--- config.mk ---
export PLATFORM = sky130hd
export DESIGN_NAME = pn3_fifo
export DESIGN_NICKNAME = d
export VERILOG_FILES = /design/src/pn3_pkg.sv /design/src/pn3_fifo.sv
export SDC_FILE = /design/constraint.sdc
export NUM_CORES = 1
export LEC_CHECK = 0
export ABC_AREA = 1
export BUFFER_PORTS_ARGS = -buffer_cell sky130_fd_sc_hd__buf_2
export CAP_MARGIN = 25
export CORE_MARGIN = 8
export CORE_UTILIZATION = 50
export CTS_CLUSTER_DIAMETER = 40
export DETAILED_ROUTE_END_ITERATION = 16
export PLACE_DENSITY_LB_ADDON = 0.2
export SYNTH_ARGS = -nofsm -noshare
export SYNTH_HDL_FRONTEND = slang
export SYNTH_SLANG_ARGS = --single-unit
--- constraint.sdc ---
create_clock -name clk_i -period 2.9 [get_ports clk_i]
set_input_delay 0.29 -clock clk_i [delete_from_list [all_inputs] [get_ports clk_i]]
set_output_delay 0.29 -clock clk_i [all_outputs]
set_load 0.03 [all_outputs]
--- src/pn3_pkg.sv ---
// ----------------------------------------------------------------------------
// pn3_pkg
// Shared types and the permutation table of the 3D gradient noise block.
// ----------------------------------------------------------------------------
package pn3_pkg;

  localparam int unsigned COORD_W   = 32;
  localparam int unsigned NOISE_W   = 20;
  localparam int unsigned CELL_W    = 8;
  localparam int unsigned HASH_W    = 4;
  localparam int unsigned CORNERS   = 8;
  localparam int unsigned ROM_DEPTH = 256;

  typedef struct packed {
    logic full;
    logic empty;
  } pn3_fifo_status_t;

  localparam logic [CELL_W-1:0] PERM [ROM_DEPTH] = '{
    8'd151, 8'd160, 8'd137, 8'd91,  8'd90,  8'd15,  8'd131, 8'd13,
    8'd201, 8'd95,  8'd96,  8'd53,  8'd194, 8'd233, 8'd7,   8'd225,
    8'd140, 8'd36,  8'd103, 8'd30,  8'd69,  8'd142, 8'd8,   8'd99,
    8'd37,  8'd240, 8'd21,  8'd10,  8'd23,  8'd190, 8'd6,   8'd148,
    8'd247, 8'd120, 8'd234, 8'd75,  8'd0,   8'd26,  8'd197, 8'd62,
    8'd94,  8'd252, 8'd219, 8'd203, 8'd117, 8'd35,  8'd11,  8'd32,
    8'd57,  8'd177, 8'd33,  8'd88,  8'd237, 8'd149, 8'd56,  8'd87,
    8'd174, 8'd20,  8'd125, 8'd136, 8'd171, 8'd168, 8'd68,  8'd175,
    8'd74,  8'd165, 8'd71,  8'd134, 8'd139, 8'd48,  8'd27,  8'd166,
    8'd77,  8'd146, 8'd158, 8'd231, 8'd83,  8'd111, 8'd229, 8'd122,
    8'd60,  8'd211, 8'd133, 8'd230, 8'd220, 8'd105, 8'd92,  8'd41,
    8'd55,  8'd46,  8'd245, 8'd40,  8'd244, 8'd102, 8'd143, 8'd54,
    8'd65,  8'd25,  8'd63,  8'd161, 8'd1,   8'd216, 8'd80,  8'd73,
    8'd209, 8'd76,  8'd132, 8'd187, 8'd208, 8'd89,  8'd18,  8'd169,
    8'd200, 8'd196, 8'd135, 8'd130, 8'd116, 8'd188, 8'd159, 8'd86,
    8'd164, 8'd100, 8'd109, 8'd198, 8'd173, 8'd186, 8'd3,   8'd64,
    8'd52,  8'd217, 8'd226, 8'd250, 8'd124, 8'd123, 8'd5,   8'd202,
    8'd38,  8'd147, 8'd118, 8'd126, 8'd255, 8'd82,  8'd85,  8'd212,
    8'd207, 8'd206, 8'd59,  8'd227, 8'd47,  8'd16,  8'd58,  8'd17,
    8'd182, 8'd189, 8'd28,  8'd42,  8'd223, 8'd183, 8'd170, 8'd213,
    8'd119, 8'd248, 8'd152, 8'd2,   8'd44,  8'd154, 8'd163, 8'd70,
    8'd221, 8'd153, 8'd101, 8'd155, 8'd167, 8'd43,  8'd172, 8'd9,
    8'd129, 8'd22,  8'd39,  8'd253, 8'd19,  8'd98,  8'd108, 8'd110,
    8'd79,  8'd113, 8'd224, 8'd232, 8'd178, 8'd185, 8'd112, 8'd104,
    8'd218, 8'd246, 8'd97,  8'd228, 8'd251, 8'd34,  8'd242, 8'd193,
    8'd238, 8'd210, 8'd144, 8'd12,  8'd191, 8'd179, 8'd162, 8'd241,
    8'd81,  8'd51,  8'd145, 8'd235, 8'd249, 8'd14,  8'd239, 8'd107,
    8'd49,  8'd192, 8'd214, 8'd31,  8'd181, 8'd199, 8'd106, 8'd157,
    8'd184, 8'd84,  8'd204, 8'd176, 8'd115, 8'd121, 8'd50,  8'd45,
    8'd127, 8'd4,   8'd150, 8'd254, 8'd138, 8'd236, 8'd205, 8'd93,
    8'd222, 8'd114, 8'd67,  8'd29,  8'd24,  8'd72,  8'd243, 8'd141,
    8'd128, 8'd195, 8'd78,  8'd66,  8'd215, 8'd61,  8'd156, 8'd180
  };

endpackage

--- src/pn3_fifo.sv ---
// ----------------------------------------------------------------------------
// pn3_fifo
// Small first-in first-out queue between the hashing and arithmetic pipelines.
// ----------------------------------------------------------------------------
module pn3_fifo #(
  parameter int unsigned WIDTH = 80
) (
  input  logic                      clk_i,
  input  logic                      rst_ni,
  input  logic                      push_i,
  input  logic [WIDTH-1:0]          data_i,
  input  logic                      pop_i,
  output logic [WIDTH-1:0]          data_o,
  output pn3_pkg::pn3_fifo_status_t status_o
);
  import pn3_pkg::*;

  localparam int unsigned DEPTH = 4;
  localparam int unsigned PTR_W = $clog2(DEPTH);

  logic [WIDTH-1:0] mem_q [DEPTH];
  logic [PTR_W-1:0] wr_ptr_q, rd_ptr_q;
  logic [PTR_W:0]   count_q;

  assign status_o.full  = (count_q == (PTR_W+1)'(DEPTH));
  assign status_o.empty = (count_q == '0);
  assign data_o         = mem_q[rd_ptr_q];

  always_ff @(posedge clk_i or negedge rst_ni) begin
    if (!rst_ni) begin
      wr_ptr_q <= '0;
      rd_ptr_q <= '0;
      count_q  <= '0;
    end else begin
      if (push_i) wr_ptr_q <= wr_ptr_q + PTR_W'(1);
      if (pop_i)  rd_ptr_q <= rd_ptr_q + PTR_W'(1);
      if (push_i && !pop_i) count_q <= count_q + (PTR_W+1)'(1);
      else if (pop_i && !push_i) count_q <= count_q - (PTR_W+1)'(1);
    end
  end

  always_ff @(posedge clk_i) begin
    if (push_i) mem_q[wr_ptr_q] <= data_i;
  end

  a_no_overflow: assert property (@(posedge clk_i) disable iff (!rst_ni)
    status_o.full |-> !push_i) else $error("push into a full queue");
  a_no_underflow: assert property (@(posedge clk_i) disable iff (!rst_ni)
    status_o.empty |-> !pop_i) else $error("pop from an empty queue");
  a_count_bound: assert property (@(posedge clk_i) disable iff (!rst_ni)
    count_q <= (PTR_W+1)'(DEPTH)) else $error("queue count out of range");

endmodule

# ---- After elaboration in Yosys (flattened, before gate mapping)
# Memory sizes are Yosys's and may differ from the RTL's.
# Cells that the tools add are included.
dict set report totals {
  mem_bits_rw 320
  memories 1
  latchBits 0
  elab_cells 19
  mem_bits_ro 0
  input_bits 84
  output_inout_bits 82
  reg_bits 7
}
dict set report classes {
  multipliers 0
  shift 0
  n_eq_ne 1
  div_mod_pow 0
  bitwise_logic 0
  order_cmp 0
  n_reduce_logical 6
  mux 4
  add_sub_neg 4
}
# memory depth word_bits rd rd_ports_with_merged_regs write_ports line_no
set mem_list {}
lappend mem_list {mem_q 4 80 1 0 1 pn3_fifo.sv:21} ;# logic [WIDTH-1:0] mem_q [DEPTH];
# cell n
set op_table {}
lappend op_table {{3-bit two-way mux} 2}
lappend op_table {{2-bit by 1-bit adder with 2-bit output (second input constant)} 2}
lappend op_table {{3-bit by 1-bit adder with 3-bit output (second input constant)} 1}
lappend op_table {{3-bit equality test (second input constant)} 1}
lappend op_table {{3-bit logical NOT} 1}
lappend op_table {{3-bit by 1-bit subtractor with 3-bit output (second input constant)} 1}
lappend op_table {{1-bit logical AND} 2}
lappend op_table {{1-bit logical NOT} 2}
lappend op_table {{1-bit two-way mux} 2}
lappend op_table {{2-bit nonzero test} 1}

# ---- Logic depth before layout (Yosys ltp)
# Gate-level depths: netlist of run 1.
dict set report logic_depth {
  depth_word 4
  depth_mapped 9
  ltp_nobuf 9
}

# ---- Worst setup path before layout of run 1
# No wires, ideal clock.
dict set report synth_path {
  path_kind {register to register}
  start {register wr_ptr_q[0]}
  end {memory mem_q[2][0] (enable)}
  path_slack_ps 243
  synth_period_minus_slack_ps 2657
  t_arrival_ps 2223
  required_ps 2466
  setup_time_ps 434
  n_path_buf 0
  path_stages_with_launch 5
  cell_sequence {dfrtp_1 -> inv_1 -> ha_1 -> nand2_1 -> inv_1}
}
# item line_no
set synth_rtl {}
lappend synth_rtl {{from (decl)} pn3_fifo.sv:22} ;# logic [PTR_W-1:0] wr_ptr_q, rd_ptr_q;
lappend synth_rtl {{from (signal assigned)} pn3_fifo.sv:35} ;# if (push_i) wr_ptr_q <= wr_ptr_q + PTR_W'(1);
lappend synth_rtl {{to (decl)} pn3_fifo.sv:21}
# Straight into the memory's write port.

# ---- Final worst setup path of run 1
dict set report layout_path {
  start {register rd_ptr_q[0]}
  end {output port data_o[33]}
}
dict set report layout_between {
  elab_chain_cells 1
}
# item line_no
set layout_rtl {}
lappend layout_rtl {{from (decl)} pn3_fifo.sv:22}
lappend layout_rtl {{from (signal assigned)} pn3_fifo.sv:36} ;# if (pop_i) rd_ptr_q <= rd_ptr_q + PTR_W'(1);
lappend layout_rtl {{memory 4 x 80 bit} --}
lappend layout_rtl {{to (decl)} pn3_fifo.sv:13} ;# output logic [WIDTH-1:0] data_o,
# Every way passes these cells.

==> results.json, run 1 <==
{
  "grt_usage": 0.163,
  "synthToLayoutAreaGrowth_pct": 22.0,
  "p_per_area_nw_per_um2": 1110,
  "utilization": 0.621,
  "post-route-period-util": 0.885,
  "design_area_sq_um": 16800,
  "yosysTopAreaCell": "edfxtp_1",
  "portBuffers": 165,
  "dpl.hpwl_um": 16100,
  "crit_family": "flip-flops",
  "io_pins": 166,
  "gp_congestion": 0.721,
  "nFillCells": 2061,
  "fin_ws_ns": 0.335,
  "maxCapViolCount": 0,
  "nets": 1309,
  "cts_buffer_depth": 3,
  "ys_types": 20,
  "worstHoldStart": "data_i[1]",
  "crit_top_cell": "nand2_1",
  "start_kind": "register",
  "worstMarginPinSlew_ns": 0.701,
  "wl_um": 26900,
  "rows": 60,
  "htree_levels": 2,
  "drive_above_1_share": 0.292,
  "path_class": "register to primary output",
  "arrival_ns": 2.28,
  "yosysTopAreaCellShare": 0.698,
  "cts.clk_slew.worst_paths_ns": 0.06,
  "post_drt_wl_per_cell_um": 16.9,
  "final_cell_count_no_fill": 1592,
  "ctsHoldBuffers": 65,
  "post_cts_buffers": 0,
  "num_vias": 7882,
  "antenna_found_initial": 1,
  "syn_inst": 981,
  "drt-initial-drc-count": 429,
  "end_kind": "primary output",
  "rsz0062_at_grt": "false",
  "critPathMaxFanout": 69,
  "globalRouteOverflowTotal": 0,
  "fin_worst_skew_ns": 0.00585,
  "netlist_top_cells_area": "edfxtp_1 (70%), o211ai_2 (10%), nand2_1 (6.9%)",
  "drv_slew": 0,
  "power.total_mw": 18.6,
  "cp.required_ns": 2.61,
  "fin_tns_setup_ns": 0,
  "cts_sinks": 327,
  "dieArea_sq_um": 33100,
  "ys_warn_count": 0,
  "finalHoldViolations": 0,
  "slew-limit-headroom": 0.533,
  "drtAntennaViolNets": 0,
  "timing.fmax_mhz": 390,
  "start_util": 0.509,
  "cts_resized": 0,
  "dp.cells": 1453,
  "die_height_um": 182,
  "synth.avg_cell_area_sq_um": 14.0,
  "drc": 0,
  "ys_seq_area_frac": 0.711,
  "post_dp_cell_area_sq_um": 14800,
  "leakagePower_nw": 6.87,
  "synth_seq_cells": 327,
  "regArea_sq_um": 9790,
  "firstDrtPassIters": 5,
  "status": "completed",
  "first_global_vias": 8118,
  "r2r_start": "wr_ptr_q[0]",
  "vias_per_cell": 4.95,
  "worst_hold_slack_ns": 0.0125,
  "worstPathCellList": "buf_12 -> nand2_1 -> o211ai_2 -> nand2_1 -> buf_2",
  "fp.coreArea_sq_um": 27000,
  "pre_cts_slack_ns": 0.861,
  "clk_latency_ns": 0.51,
  "period_needed_ns": 2.57,
  "clockRootBuffer": "clkbuf_16",
  "dieWidth_um": 182,
  "crit_path_max_incr_delay_ns": 0.83,
  "cts_tree": "built",
  "cp_num_buf_inv": 2,
  "grt_max_degree": 81,
  "critPathLaunch": "rd_ptr_q[0]",
  "netlist_area_sq_um": 13800,
  "numCtsBuffers": 40,
  "crit_slowest_cell": "dfrtp_4",
  "grt_pass1_wl_um": 43200,
  "final-setup-viol-count": 0,
  "multi_input_area_sq_um": 2850,
  "synth_fp_nets": 1071,
  "ir_drop_uv": 846,
  "hp-class": "input pin to register"
}
worst register-to-register path: stages (launching register included):
cell      delay [ns]
dfrtp_1         0.41
inv_1           0.09
ha_1            0.20
nand2_1         0.07
clkinv_2        0.43
buf_12          0.38
power breakdown:
| part | switching [mW] | leakage, nW | internal, mW | total [mW] |
|---|---|---|---|---|
| logic | 5.07 | 3.20 | 2.13 | 7.20 |
| registers | 0.375 | 3.02 | 6.19 | 6.57 |
| clock network | 1.84 | 0.642 | 3.01 | 4.85 |
final timing paths:
kind,endpoint,slack (ns),cells past startpoint
worst min register to register,count_q[2],0.51,2
worst max register to register,mem_q[2][1],1.04,5
min in group asynchronous,count_q[2],0.15,2
worst min-delay path,mem_q[0][1],0.01,1
worst max-delay path,data_o[33],0.33,5
max in group asynchronous,rd_ptr_q[1],2.55,2
layout make-up:
| class | instances | area share |
|---|---|---|
| Sequential cell | 327 | 0.583 |
| Multi-Input combinational cell | 428 | 0.169 |
| Timing Repair Buffer | 250 | 0.104 |
| Clock buffer | 50 | 0.0643 |
| Inverter | 172 | 0.0389 |
| Tap cell | 341 | 0.0254 |
| Clock inverter | 23 | 0.0142 |
| Antenna cell | 1 | 0.000149 |
cells by family after synthesis:
| group | count (synthesis) | share of synthesized area |
|---|---|---|
| compound gates | 161 | 0.128 |
| xor+xnor | 4 | 0.00255 |
| fa+ha+maj | 6 | 0.00600 |
| buf+inv | 226 | 0.0824 |
| flops | 327 | 0.711 |
| simple gates | 257 | 0.0705 |
cells in the mapped netlist, drive strengths merged:
cell type	count
ha	5
xnor2	1
dfrtp	7
edfxtp	320
o211ai	160
nand2	253
nand3	1
clkbuf	1
xor2	3
o21ai	1
nor3	2
buf	53
fa	1
nand4	1
inv	172
state kept, by name (all words and copies together), names as in the netlist:
name / flops
count_q: 3
mem_q: 320
wr_ptr_q: 2
rd_ptr_q: 2
routing by layer:
layer | vias up | track usage | part of all wire
li1 | 3897 | - | -
met4 | 0 | 0.0476 | 0.021
met3 | 41 | 0.0383 | 0.055
met1 | 3756 | 0.204 | 0.44
met2 | 188 | 0.277 | 0.49
met5 | - | 0 | 0
cell usage in the layout (no fill, tap or decap), types with 4 or more instances in the layout:
cell type      count
edfxtp_1         320
o211ai_1          50
buf_4             10
clkbuf_1           7
clkbuf_16         41
dfrtp_1            5
buf_12            10
nand2_1          253
clkinv_2          12
o211ai_2         110
bufinv_16          4
dlygate4sd3_1     65
buf_2            165
ha_1               5
inv_1            167
(Power assumes the default switching activity.)
==> run 2, diff against run 1 <==
--- a/config.mk
+++ b/config.mk
@@ -9,7 +9,7 @@
 export BUFFER_PORTS_ARGS = -buffer_cell sky130_fd_sc_hd__buf_2
 export CAP_MARGIN = 25
 export CORE_MARGIN = 8
-export CORE_UTILIZATION = 50
+export CORE_UTILIZATION = 25
 export CTS_CLUSTER_DIAMETER = 40
 export DETAILED_ROUTE_END_ITERATION = 16
 export PLACE_DENSITY_LB_ADDON = 0.2
==> results.json, run 2 (same netlist as run 1, synthesis figures left out) <==
{
  "grt_usage": 0.103,
  "vias_per_cell": 4.02,
  "dp.cells": 1819,
  "fp.coreArea_sq_um": 54800,
  "path_class": "register to primary output",
  "start_util": 0.251,
  "dieArea_sq_um": 62800,
  "die_height_um": 251,
  "mostFrequentLayoutCells": "edfxtp_1 (320), nand2_1 (253), inv_1 (167)",
  "maxCapViolCount": 0,
  "globalRouteOverflowTotal": 0,
  "drc": 0,
  "nets": 1356,
  "antenna_found_initial": 1,
  "fin_ws_ns": 0.319,
  "firstDrtPassIters": 5,
  "layout.cells.most_common": "edfxtp_1",
  "htree_levels": 3,
  "period_needed_ns": 2.58,
  "grt_max_degree": 67,
  "io_pins": 166,
  "dieWidth_um": 251,
  "crit_top_cell": "nand2_1",
  "worstMarginPinSlew_ns": 0.640,
  "gp_congestion": 0.668,
  "grt_pass1_wl_um": 50100,
  "clk_latency_ns": 0.57,
  "slew-limit-headroom": 0.573,
  "cts_tree": "built",
  "p_per_area_nw_per_um2": 1170,
  "fin_tns_setup_ns": 0,
  "wl_um": 32100,
  "nFillCells": 5385,
  "cts_sinks": 327,
  "end_kind": "primary output",
  "first_global_vias": 8577,
  "cts_buffer_depth": 3,
  "leakagePower_nw": 7.39,
  "rows": 86,
  "final-setup-viol-count": 0,
  "rsz0062_at_grt": "false",
  "clockRootBuffer": "clkbuf_16",
  "crit_slowest_cell": "dfrtp_4",
  "numCtsBuffers": 66,
  "finalHoldViolations": 0,
  "worstPathCellList": "buf_12 -> nand2_1 -> o211ai_1 -> nand2_1 -> buf_2",
  "cp.required_ns": 2.61,
  "regMostFlops": "mem_q",
  "drtAntennaViolNets": 0,
  "drv_slew": 0,
  "worst_hold_slack_ns": 0.139,
  "fin_worst_skew_ns": 0.0118,
  "largest_reg_flops": 320,
  "ir_drop_uv": 663,
  "start_kind": "register",
  "timing.fmax_mhz": 387,
  "power.total_mw": 21.5,
  "final_cell_count_no_fill": 2023,
  "num_vias": 8129,
  "portBuffers": 165,
  "hp-class": "input pin to async pin",
  "post_drt_wl_per_cell_um": 15.8,
  "drive_above_1_share": 0.314,
  "critPathMaxFanout": 66,
  "pre_cts_slack_ns": 0.831,
  "cp_num_buf_inv": 2,
  "crit_family": "flip-flops",
  "arrival_ns": 2.29,
  "top_regs": "mem_q (320), count_q (3)",
  "crit_path_max_incr_delay_ns": 0.83,
  "synthToLayoutAreaGrowth_pct": 33.6,
  "status": "completed",
  "drt-initial-drc-count": 425,
  "post-route-period-util": 0.890,
  "cts.clk_slew.worst_paths_ns": 0.05,
  "dpl.hpwl_um": 18400
}
## run 2: power by group
part	internal (mW)	switching, mW
Combinational	2.25	5.22
Sequential	6.20	0.417
Clock	4.88	2.52
Total	13.3	8.16
## run 2: worst paths after layout
kind / from / end / slack [ns] / cells past startpoint
worst max-delay path: rd_ptr_q[0] / data_o[58] / 0.32 / 5
worst max register to register: wr_ptr_q[0] / mem_q[2][45] / 1.08 / 5
worst min register to register: count_q[2] / count_q[2] / 0.51 / 2
max in group asynchronous: rst_ni / rd_ptr_q[0] / 2.57 / 2
worst min-delay path: rst_ni / wr_ptr_q[0] / 0.14 / 2
min in group clk_i: data_i[3] / mem_q[1][3] / 0.47 / 2
## run 2: cell type report
class | instances | area [sq um] | area share
repair buffers | 271 | 2000 | 0.109
inverters | 172 | 658 | 0.0358
clock buffers | 71 | 1690 | 0.0920
diodes | 1 | 2.50 | 0.000136
well taps | 704 | 881 | 0.0479
multi-input cells | 428 | 2850 | 0.155
clock inverters | 49 | 510 | 0.0278
flip-flops and latches | 327 | 9790 | 0.533
## run 2: per-layer routing
metal,up-vias,global-route usage,share of wire
li1,4023,-,-
met1,3857,0.127,0.45
met5,-,0,0
met3,69,0.0325,0.049
met4,0,0.0414,0.026
met2,180,0.168,0.47
## run 2: worst register-to-register path: stages, from the launching register on
cell and delay, ns:
dfrtp_1 0.42, inv_1 0.10, ha_1 0.14, nand2_1 0.08
inv_4 0.44, buf_12 0.30
## run 2: metrics by stage
step	util	cell area, sq um
floorplan	-	13800
global placement	0.280	15300
detailed placement	0.280	15300
CTS	0.336	18400
global route	0.336	18400
finish	0.336	18400
## run 2: what timing repair did
action	4_1_cts	5_1_grt
buffers inserted	0	0
hold buffers	83	0
gates resized for setup	0	0
setup endpoints to repair	0	0
endpoints found under the hold margin	331	0
